**src/rtl/core/rwip_pkg.sv**
```systemverilog
package rwip_pkg;

    localparam int ADDR_IN_W = 32;
    localparam int WORD_W    = 30;
    localparam int DATA_W    = 32;
    localparam int OFF_W     = 6;
    localparam int CNT_W     = 2;
    localparam int NUM_W     = 12;
    localparam int DONE_W    = 13;
    localparam int LIMIT_W   = 13;
    localparam int APB_W     = 32;
    localparam int PADDR_W   = 2;

    // operation codes
    localparam logic OP_WRITE  = 1'b0;
    localparam logic OP_FINISH = 1'b1;

    // register map
    localparam logic [PADDR_W-1:0] REG_ITEM_LIMIT = 2'd0;

    localparam logic [LIMIT_W-1:0] LIMIT_RESET = 13'd4096;
    localparam logic [OFF_W-1:0]   OFFSET_SPAN = 6'h3F;
    localparam logic [DONE_W-1:0]  DONE_MAX    = 13'h1FFF;
    localparam logic [CNT_W-1:0]   EXTRA_FULL  = 2'd2;

    // queue between front and back
    localparam int QDEPTH = 2;
    localparam int QPTR_W = 1;
    localparam int QCNT_W = 2;

    typedef struct packed {
        logic              op;
        logic [WORD_W-1:0] word;
        logic [DATA_W-1:0] value;
    } q_entry_t;

    typedef struct packed {
        logic     valid;
        q_entry_t entry;
    } q_head_t;

    typedef struct packed {
        logic              item_open;
        logic [CNT_W-1:0]  extra_count;
        logic [DONE_W-1:0] items_done;
    } back_status_t;

endpackage

```
**src/rtl/core/rwip_ifs.sv**
```systemverilog
interface rwip_in_if
    import rwip_pkg::*;
();
    logic                 valid;
    logic                 ready;
    logic                 operation;
    logic [ADDR_IN_W-1:0] byte_address;
    logic [DATA_W-1:0]    write_value;

    modport source (output valid, operation, byte_address, write_value, input ready);
    modport sink   (input valid, operation, byte_address, write_value, output ready);
endinterface

interface rwip_out_if
    import rwip_pkg::*;
();
    logic              valid;
    logic              ready;
    logic [WORD_W-1:0] base_word_address;
    logic [DATA_W-1:0] base_data;
    logic [OFF_W-1:0]  second_offset;
    logic [DATA_W-1:0] second_data;
    logic [OFF_W-1:0]  third_offset;
    logic [DATA_W-1:0] third_data;
    logic [CNT_W-1:0]  extra_count;
    logic [NUM_W-1:0]  item_number;
    logic              last_item;
    logic              overflow;

    modport source (
        output valid, base_word_address, base_data, second_offset, second_data,
               third_offset, third_data, extra_count, item_number, last_item, overflow,
        input  ready
    );
    modport sink (
        input  valid, base_word_address, base_data, second_offset, second_data,
               third_offset, third_data, extra_count, item_number, last_item, overflow,
        output ready
    );
endinterface

```
**src/rtl/core/register_write_item_packer.sv**
```systemverilog
//  channel     | dir | beat
//  ------------+-----+----------------------------------------------------------
//  writes      | in  | operation, byte_address, write_value (write or finish)
//  items       | out | packed command item: base, two extra writes, count, flags
//  apb         | in  | item_limit register at byte address 0, read back on prdata
//
//  one write beat per cycle sustained while the queue has room; a beat that
//  closes an item shows it after passing the two-entry queue and then the
//  output register, which the packer loads from the queue head when it pops
//  the beat; the single packer state update per cycle sets the rate
//  reset clears the queue, the open item flag, item count and overflow flag;
//  item_limit resets to 4096
//  a stalled items channel only holds back beats that would emit an item;
//  writes that join the open item keep draining the queue meanwhile
module register_write_item_packer
    import rwip_pkg::*;
#(
    parameter int MAX_ITEMS = 4096
)
(
    input  logic               clk,
    input  logic               rst_n,
    rwip_in_if.sink            writes,
    rwip_out_if.source         items,
    input  logic               psel,
    input  logic               penable,
    input  logic               pwrite,
    input  logic [PADDR_W-1:0] paddr,
    input  logic [APB_W-1:0]   pwdata,
    output logic [APB_W-1:0]   prdata,
    output logic               pready
);

    logic [LIMIT_W-1:0] limit_reg, limit_next;
    logic               cfg_wr;
    q_head_t            head;
    logic               pop;
    back_status_t       status;

    // apb register: written on the access phase, no wait states
    assign pready = 1'b1;
    assign cfg_wr = psel && penable && pwrite && pready && (paddr == REG_ITEM_LIMIT);

    always_comb
    begin
        limit_next = cfg_wr ? pwdata[LIMIT_W-1:0] : limit_reg;
    end

    always_ff @(posedge clk or negedge rst_n)
    begin
        if (!rst_n)
        begin
            limit_reg <= LIMIT_RESET;
        end
        else
        begin
            limit_reg <= limit_next;
        end
    end

    assign prdata = (paddr == REG_ITEM_LIMIT) ? APB_W'(limit_reg) : '0;

    // front: decode beats into the queue
    rwip_front u_front (
        .clk    (clk),
        .rst_n  (rst_n),
        .writes (writes),
        .head   (head),
        .pop    (pop)
    );

    // back: pack writes into items, emit through the output register
    rwip_back #(
        .MAX_ITEMS (MAX_ITEMS)
    ) u_back (
        .clk        (clk),
        .rst_n      (rst_n),
        .head       (head),
        .pop        (pop),
        .item_limit (limit_reg),
        .status     (status),
        .items      (items)
    );

    // the extra slot count never passes two
    a_extra_bound: assert property (@(posedge clk) disable iff (!rst_n)
        status.extra_count != 2'd3)
        else $error("extra slot count out of range");

    // an item with no extra writes carries empty slots
    a_empty_slots: assert property (@(posedge clk) disable iff (!rst_n)
        items.valid && items.extra_count == 2'd0 |->
            items.second_offset == '0 && items.third_offset == '0)
        else $error("unused slot not cleared");

    // one extra write uses the second slot only, at a nonzero offset
    a_one_slot: assert property (@(posedge clk) disable iff (!rst_n)
        items.valid && items.extra_count == 2'd1 |->
            items.second_offset != '0 && items.third_offset == '0)
        else $error("slot fill order broken");

    // a finish leaves the list count at zero
    a_finish_clears: assert property (@(posedge clk) disable iff (!rst_n)
        pop && head.entry.op == OP_FINISH |=> status.items_done == '0 && !status.item_open)
        else $error("finish did not end the list");

endmodule

```
**src/rtl/core/rwip_front.sv**
```systemverilog
module rwip_front
    import rwip_pkg::*;
(
    input  logic       clk,
    input  logic       rst_n,
    rwip_in_if.sink    writes,
    output q_head_t    head,
    input  logic       pop
);

    q_entry_t            mem [QDEPTH];
    logic [QPTR_W-1:0]   wr_ptr_reg, wr_ptr_next;
    logic [QPTR_W-1:0]   rd_ptr_reg, rd_ptr_next;
    logic [QCNT_W-1:0]   count_reg, count_next;
    logic                push;
    q_entry_t            entry;

    // decode the beat into a queue entry
    always_comb
    begin
        entry.op    = writes.operation;
        entry.word  = writes.byte_address[ADDR_IN_W-1:2];
        entry.value = writes.write_value;
    end

    assign writes.ready = (count_reg != QCNT_W'(QDEPTH));
    assign push         = writes.valid && writes.ready;

    always_comb
    begin
        wr_ptr_next = push ? wr_ptr_reg + 1'b1 : wr_ptr_reg;
        rd_ptr_next = pop ? rd_ptr_reg + 1'b1 : rd_ptr_reg;
        count_next  = count_reg + QCNT_W'(push) - QCNT_W'(pop);
    end

    always_ff @(posedge clk or negedge rst_n)
    begin
        if (!rst_n)
        begin
            wr_ptr_reg <= '0;
            rd_ptr_reg <= '0;
            count_reg  <= '0;
        end
        else
        begin
            wr_ptr_reg <= wr_ptr_next;
            rd_ptr_reg <= rd_ptr_next;
            count_reg  <= count_next;
        end
    end

    always_ff @(posedge clk)
    begin
        if (push)
        begin
            mem[wr_ptr_reg] <= entry;
        end
    end

    assign head.valid = (count_reg != '0);
    assign head.entry = mem[rd_ptr_reg];

endmodule

```
**src/rtl/core/rwip_back.sv**
```systemverilog
module rwip_back
    import rwip_pkg::*;
#(
    parameter int MAX_ITEMS = 4096
)
(
    input  logic               clk,
    input  logic               rst_n,
    input  q_head_t            head,
    output logic               pop,
    input  logic [LIMIT_W-1:0] item_limit,
    output back_status_t       status,
    rwip_out_if.source         items
);

    localparam int LIM_W = $clog2(MAX_ITEMS + 1);
    localparam int CMP_W = (LIM_W > DONE_W) ? LIM_W : DONE_W;
    localparam logic [CMP_W-1:0] MAX_C = CMP_W'(MAX_ITEMS);

    // open item
    logic              open_reg, open_next;
    logic [WORD_W-1:0] base_reg, base_next;
    logic [DATA_W-1:0] base_data_reg, base_data_next;
    logic [OFF_W-1:0]  sec_off_reg, sec_off_next;
    logic [DATA_W-1:0] sec_data_reg, sec_data_next;
    logic [OFF_W-1:0]  thr_off_reg, thr_off_next;
    logic [DATA_W-1:0] thr_data_reg, thr_data_next;
    logic [CNT_W-1:0]  extra_reg, extra_next;
    logic [DONE_W-1:0] done_reg, done_next;
    logic              ovf_reg, ovf_next;

    // output register
    logic              oval_reg, oval_next;
    logic              emit_last;
    logic              ovf_now;

    logic              is_finish;
    logic [WORD_W-1:0] diff;
    logic              fits;
    logic              emit;
    logic              out_free;
    logic [CMP_W-1:0]  lim_ext;
    logic [CMP_W-1:0]  eff_limit;

    assign is_finish = (head.entry.op == OP_FINISH);
    assign diff      = head.entry.word - base_reg;
    assign fits      = open_reg && (head.entry.word > base_reg)
                       && (diff < WORD_W'(OFFSET_SPAN)) && (extra_reg != EXTRA_FULL);
    assign emit      = open_reg && (is_finish || !fits);
    assign out_free  = !oval_reg || items.ready;
    assign pop       = head.valid && (!emit || out_free);
    assign emit_last = is_finish;

    assign lim_ext   = CMP_W'(item_limit);
    assign eff_limit = (lim_ext > MAX_C) ? MAX_C : lim_ext;
    assign ovf_now   = ovf_reg || (CMP_W'(done_reg) >= eff_limit);

    always_comb
    begin
        open_next      = open_reg;
        base_next      = base_reg;
        base_data_next = base_data_reg;
        sec_off_next   = sec_off_reg;
        sec_data_next  = sec_data_reg;
        thr_off_next   = thr_off_reg;
        thr_data_next  = thr_data_reg;
        extra_next     = extra_reg;
        done_next      = done_reg;
        ovf_next       = ovf_reg;
        oval_next      = oval_reg && !items.ready;

        if (pop)
        begin
            if (emit)
            begin
                oval_next = 1'b1;
                ovf_next  = ovf_now;
                if (done_reg != DONE_MAX)
                begin
                    done_next = done_reg + 1'b1;
                end
            end
            priority if (is_finish)
            begin
                open_next = 1'b0;
                done_next = '0;
                ovf_next  = 1'b0;
            end
            else if (fits)
            begin
                extra_next = extra_reg + 1'b1;
                if (extra_reg == '0)
                begin
                    sec_off_next  = diff[OFF_W-1:0];
                    sec_data_next = head.entry.value;
                end
                else
                begin
                    thr_off_next  = diff[OFF_W-1:0];
                    thr_data_next = head.entry.value;
                end
            end
            else
            begin
                // start a fresh item with this write as its base
                open_next      = 1'b1;
                base_next      = head.entry.word;
                base_data_next = head.entry.value;
                sec_off_next   = '0;
                sec_data_next  = '0;
                thr_off_next   = '0;
                thr_data_next  = '0;
                extra_next     = '0;
            end
        end
    end

    always_ff @(posedge clk or negedge rst_n)
    begin
        if (!rst_n)
        begin
            open_reg  <= 1'b0;
            extra_reg <= '0;
            done_reg  <= '0;
            ovf_reg   <= 1'b0;
            oval_reg  <= 1'b0;
        end
        else
        begin
            open_reg  <= open_next;
            extra_reg <= extra_next;
            done_reg  <= done_next;
            ovf_reg   <= ovf_next;
            oval_reg  <= oval_next;
        end
    end

    always_ff @(posedge clk)
    begin
        base_reg      <= base_next;
        base_data_reg <= base_data_next;
        sec_off_reg   <= sec_off_next;
        sec_data_reg  <= sec_data_next;
        thr_off_reg   <= thr_off_next;
        thr_data_reg  <= thr_data_next;
        if (pop && emit)
        begin
            items.base_word_address <= base_reg;
            items.base_data         <= base_data_reg;
            items.second_offset     <= sec_off_reg;
            items.second_data       <= sec_data_reg;
            items.third_offset      <= thr_off_reg;
            items.third_data        <= thr_data_reg;
            items.extra_count       <= extra_reg;
            items.item_number       <= done_reg[NUM_W-1:0];
            items.last_item         <= emit_last;
            items.overflow          <= ovf_now;
        end
    end

    assign items.valid        = oval_reg;
    assign status.item_open   = open_reg;
    assign status.extra_count = extra_reg;
    assign status.items_done  = done_reg;

endmodule
```
**src/flat_wrapper.sv**
```systemverilog
// flat-port wrapper written by rule: the top's interface ports become plain ports
module register_write_item_packer_flat import rwip_pkg::*;
#(
    parameter int MAX_ITEMS = 4096
)
  (clk, rst_n, psel, penable, pwrite, paddr, pwdata, prdata, pready, writes_valid, writes_operation, writes_byte_address, writes_write_value, writes_ready, items_valid, items_base_word_address, items_base_data, items_second_offset, items_second_data, items_third_offset, items_third_data, items_extra_count, items_item_number, items_last_item, items_overflow, items_ready);
  rwip_in_if writes_i ();
  rwip_out_if items_i ();
  input  logic clk;
  input  logic rst_n;
  input  logic psel;
  input  logic penable;
  input  logic pwrite;
  input  logic [PADDR_W-1:0] paddr;
  input  logic [APB_W-1:0] pwdata;
  output logic [APB_W-1:0] prdata;
  output logic pready;
  input wire logic [$bits(writes_i.valid)-1:0] writes_valid;
  input wire logic [$bits(writes_i.operation)-1:0] writes_operation;
  input wire logic [$bits(writes_i.byte_address)-1:0] writes_byte_address;
  input wire logic [$bits(writes_i.write_value)-1:0] writes_write_value;
  output wire logic [$bits(writes_i.ready)-1:0] writes_ready;
  output wire logic [$bits(items_i.valid)-1:0] items_valid;
  output wire logic [$bits(items_i.base_word_address)-1:0] items_base_word_address;
  output wire logic [$bits(items_i.base_data)-1:0] items_base_data;
  output wire logic [$bits(items_i.second_offset)-1:0] items_second_offset;
  output wire logic [$bits(items_i.second_data)-1:0] items_second_data;
  output wire logic [$bits(items_i.third_offset)-1:0] items_third_offset;
  output wire logic [$bits(items_i.third_data)-1:0] items_third_data;
  output wire logic [$bits(items_i.extra_count)-1:0] items_extra_count;
  output wire logic [$bits(items_i.item_number)-1:0] items_item_number;
  output wire logic [$bits(items_i.last_item)-1:0] items_last_item;
  output wire logic [$bits(items_i.overflow)-1:0] items_overflow;
  input wire logic [$bits(items_i.ready)-1:0] items_ready;
  assign writes_i.valid = writes_valid;
  assign writes_i.operation = writes_operation;
  assign writes_i.byte_address = writes_byte_address;
  assign writes_i.write_value = writes_write_value;
  assign writes_ready = writes_i.ready;
  assign items_valid = items_i.valid;
  assign items_base_word_address = items_i.base_word_address;
  assign items_base_data = items_i.base_data;
  assign items_second_offset = items_i.second_offset;
  assign items_second_data = items_i.second_data;
  assign items_third_offset = items_i.third_offset;
  assign items_third_data = items_i.third_data;
  assign items_extra_count = items_i.extra_count;
  assign items_item_number = items_i.item_number;
  assign items_last_item = items_i.last_item;
  assign items_overflow = items_i.overflow;
  assign items_i.ready = items_ready;
  register_write_item_packer #(.MAX_ITEMS(MAX_ITEMS)) u_core (.clk(clk), .rst_n(rst_n), .writes(writes_i), .items(items_i), .psel(psel), .penable(penable), .pwrite(pwrite), .paddr(paddr), .pwdata(pwdata), .prdata(prdata), .pready(pready));
endmodule
```
**config.mk**
```make
export PLATFORM = sky130hd
export DESIGN_NAME = register_write_item_packer_flat
export DESIGN_NICKNAME = d
export VERILOG_FILES = /design/src/rtl/core/rwip_pkg.sv /design/src/rtl/core/rwip_ifs.sv /design/src/rtl/core/register_write_item_packer.sv /design/src/rtl/core/rwip_front.sv /design/src/rtl/core/rwip_back.sv /design/src/flat_wrapper.sv
export SDC_FILE = /design/constraint.sdc
export NUM_CORES = 1
export LEC_CHECK = 0
export BUFFER_PORTS_ARGS = -buffer_cell sky130_fd_sc_hd__buf_4
export CORE_UTILIZATION = 51
export DETAILED_ROUTE_END_ITERATION = 8
export PLACE_DENSITY = 0.75
export RECOVER_POWER = 50
export SYNTH_ARGS = -nofsm -noshare
export SYNTH_HDL_FRONTEND = slang
export SYNTH_SLANG_ARGS = --single-unit
```
**constraint.sdc**
```tcl
create_clock -name clk -period 11.47 [get_ports clk]
set_input_delay 1.7205 -clock clk [delete_from_list [all_inputs] [get_ports clk]]
set_output_delay 1.7205 -clock clk [all_outputs]
set_load 0.02 [all_outputs]
```
==> impl_results.md <==
- Post-cts sizing count: 0
- Design Power: 7.07 mW
- Fin crit period: 8.61 ns
- H-tree lvl count: 2
- Port Buffers: 253
- Largest area contributor in the netlist: edfxtp_1
- Via count: 10300
- Initial antenna violation count: 0
- Routed Antenna Nets: 0
- Status: finished, violations left
- Post-synth EDFFs: approximately 420
- Top reg by flops: u_core.u_front.mem
- Clock sinks: between 400 and 500
- Critical Path End Type: flop
- Die width: roughly 190 microns
- Sequential fraction of the synthesis area: 0.735
- GRT Util Overall: 0.198
- Post-CTS Setup Inserts: 0
- Largest stage delay, worst path: 1.25 ns
- Die ar.: 36600 sq um
- Fin Setup TNS: 0 ns
- Worst rel slew slack: -1.31
- Worst Path Required: 11.65 ns
- Yosys top cell area share: 0.687
- Crit-path cells: buf_4 > mux2_1 > ha_1 > a21oi_1 > o21ai_0 > o31ai_1 > a21oi_1 > o31a_1 > o21ai_0 > or4_2 > o21ai_1 > nor2_4 > buf_4 > buf_4
- Comb pwr share: 0.377
- Overflow after GRT: 0
- Clock Tree Buf Depth: 3
- Synthesized flop and latch total: 453
- Failing checks: max-capacitance violations, max-slew violations
- Clock slew at reported path FFs: 0.06 ns
- Starting Density: 0.524
- Area grow syn2layout: 18.7%
- Detailed placement HPWL: 23800 microns
- Cell Count, Final, Fillers Out: 1902
- Commonest cells in the netlist: 418 x edfxtp_1, 76 x mux2_2, 54 x nand2_1, 51 x inv_1, 48 x ha_1
- Post-DR wirelength/cell: 19.3 microns
- Max Slew Vio Count: 100
- Worst-Margin Slew: 3.47 ns
- Fillers: 2546
- CP max stage cell: dfrtp_1
- Pleak: 8.01 nW
- CP bufs+invs: 3
- Row cnt: 68
- Proportion of power drawn by the clock network: 0.208
- Worst Path Class, Setup: flop to flop
- Crit path DAT: 8.80 ns
- Root Buffer: clkbuf_16
- Antenna Diode Count: 0
- Post-placement cell count: 1818
- Vias in the first global route: 10100
- Final Hold Viols: 0
- Final Wtd Congestion: 0.867
- Final setup violating endpoints: 0
- FMAX: 116 MHz
- Unrepaired setup endpoints after global routing: no
- Peak supply drop: 252 uV
- Max Cap Violations: 2
- Async SR Flop Fraction: 0.0773
- Worst Hold Class: flop to flop
- Fraction of layout cells with a size suffix above 1: 0.202
- Placed cell area: just over 20000 sq um
- Clock Latency Late Sink: about 0.57 ns
- Pint: 4.44 mW
- CTS tree: done
- Hold_buf cts: 0
- Setup Skew: 0.0128 ns
- First-pass GRT wire length: 55300 microns
- Number of I/O pins: a little under 300
- Psw: 2.63 mW
- Most used cell, CP: buf_4
- Yosys cell types: 76
- Reg area: 13400 sq um
- Top FF cell, synth: edfxtp_1
- Drt total wl: 36600 microns
- Nets: between 1500 and 2000
- Flop pwr share: 0.415
- Max Fanout on Critical Path: 88
- Switching Share: 0.372
- Hold Slack: about 0.42 ns
- Num CTS Buffers: 46
- Yosys warnings: 0
- Avg Vias per Cell: roughly 5.4
- Core ar.: 34900 sq um
- Initial detailed-routing violation count: approximately 600
- Mapped Area: 18300 sq um
- Footprint of the multi-input gates: 4440 sq um
- Main area contributors after synthesis: edfxtp_1 69%, mux2_2 4.7%, dfrtp_1 4.7%
- Final period util: 0.751
- Power per cell area: 326 nW/um^2
- Top-count cell post-synth: edfxtp_1
- Post-layout instance area: 21700 sq um
- Cell family with the largest share of critical-path delay: compound AO/OA/AOI/OAI gates
- CP Launch Type: flop
- Avg Cell Area, Syn: about 16 sq um
- Cell count after synthesis: around 1100
- DR pass1 iterations: 5
- Largest net degree at the start of global routing: 89
- Die H: 191 microns
- Residual DRC count: 0
- Max reg flops: approximately 130
power groups by stage:
stage	Combinational [mW]	Clock (mW)	Sequential, mW
after CTS	2.83	1.50	2.95
after global routing	2.90	1.57	3.00
final	2.67	1.47	2.94
after detailed placement	2.81	0	2.97
after floorplan	1.49	0	3.29
after global placement	2.77	0	2.94
per-layer routing:
layer,part of all wire,track usage
met1,0.44,0.265
met2,0.48,0.328
met3,0.068,0.0386
met4,0.021,0.0607
met5,0,0
layout make-up:
| class | instances | area share |
|---|---|---|
| clock buffer | 53 | 0.0543 |
| timing repair buffer | 258 | 0.0723 |
| sequential | 453 | 0.619 |
| multi-input combinational | 600 | 0.205 |
| tap | 455 | 0.0262 |
| inverter | 52 | 0.00900 |
| clock inverter | 31 | 0.0146 |
cells in the final DEF, fill, tap and decap left out, types with 13 or more instances in the layout:
| cell type | Yosys | routed |
|---|---|---|
| conb_1 | 2 | 20 |
| clkbuf_1 | 21 | 105 |
| nand2b_1 | 21 | 21 |
| buf_4 | 20 | 111 |
| mux2_2 | 76 | 40 |
| nor2b_1 | 40 | 40 |
| xnor2_1 | 16 | 16 |
| ha_1 | 48 | 48 |
| edfxtp_1 | 418 | 418 |
| mux2_1 | 0 | 36 |
| mux2i_1 | 14 | 14 |
| clkinv_2 | 0 | 13 |
| nand3_1 | 17 | 17 |
| and2_1 | 13 | 13 |
| nor3_1 | 15 | 15 |
| clkbuf_16 | 0 | 46 |
| inv_1 | 51 | 51 |
| dfrtp_1 | 34 | 34 |
| clkbuf_4 | 0 | 49 |
| o21ai_0 | 23 | 23 |
| nor2_1 | 37 | 36 |
| nand4_1 | 20 | 20 |
| a21oi_1 | 39 | 39 |
| nand2_1 | 54 | 54 |
worst paths after layout:
kind                       cells past startpoint  slack (ns)                                       endpoint                                      start
min in group asynchronous                      1        1.71         u_core.u_back.done_reg[10]$_DFFE_PN0P_                                      rst_n
max in group asynchronous                      1        8.63                u_core.limit_reg[9]$_DFFE_PN0P_                                      rst_n
hold / removal                                 0        0.42    u_core.u_back.items.base_data[13]$_DFFE_PP_  u_core.u_back.base_data_reg[13]$_DFFE_PP_
setup / recovery                              14        2.86  u_core.u_back.items.second_data[14]$_DFFE_PP_      u_core.u_front.rd_ptr_reg$_DFFE_PN0P_
hold reg to reg                                0        0.42    u_core.u_back.items.base_data[13]$_DFFE_PP_  u_core.u_back.base_data_reg[13]$_DFFE_PP_
setup reg to reg                              14        2.86  u_core.u_back.items.second_data[14]$_DFFE_PP_      u_core.u_front.rd_ptr_reg$_DFFE_PN0P_
worst register-to-register path: stages, from the launching register on:
cell     delay, ns
dfrtp_1       1.25
buf_4         0.67
mux2_1        0.42
ha_1          0.43
a21oi_1       0.24
o21ai_0       0.14
o31ai_1       0.61
a21oi_1       0.25
o31a_1        0.35
o21ai_0       0.42
or4_2         0.92
o21ai_1       0.25
nor2_4        0.70
buf_4         0.60
buf_4         0.95
cell families (layout without fill, tap and decap cells):
kind of cell / count (synthesis) / count (layout) / synth area share
other: 2 / 20 / 0.000411
flip-flops: 453 / 453 / 0.735
XOR/XNOR: 18 / 18 / 0.00862
AO/OA/AOI/OAI: 170 / 170 / 0.0661
buffers and inverters: 108 / 394 / 0.0275
adder cells (fa/ha/maj): 49 / 49 / 0.0339
multiplexers: 90 / 90 / 0.0545
AND/OR/NAND/NOR: 253 / 253 / 0.0743
through the flow:
step	util	setup WS [ns]
2_1_floorplan	-	2.53
3_3_place_gp	0.590	3.67
3_5_place_dp	0.590	3.42
4_1_cts	0.633	3.39
5_1_grt	0.622	2.25
6_report	0.622	2.86
(Power assumes the default switching activity.)
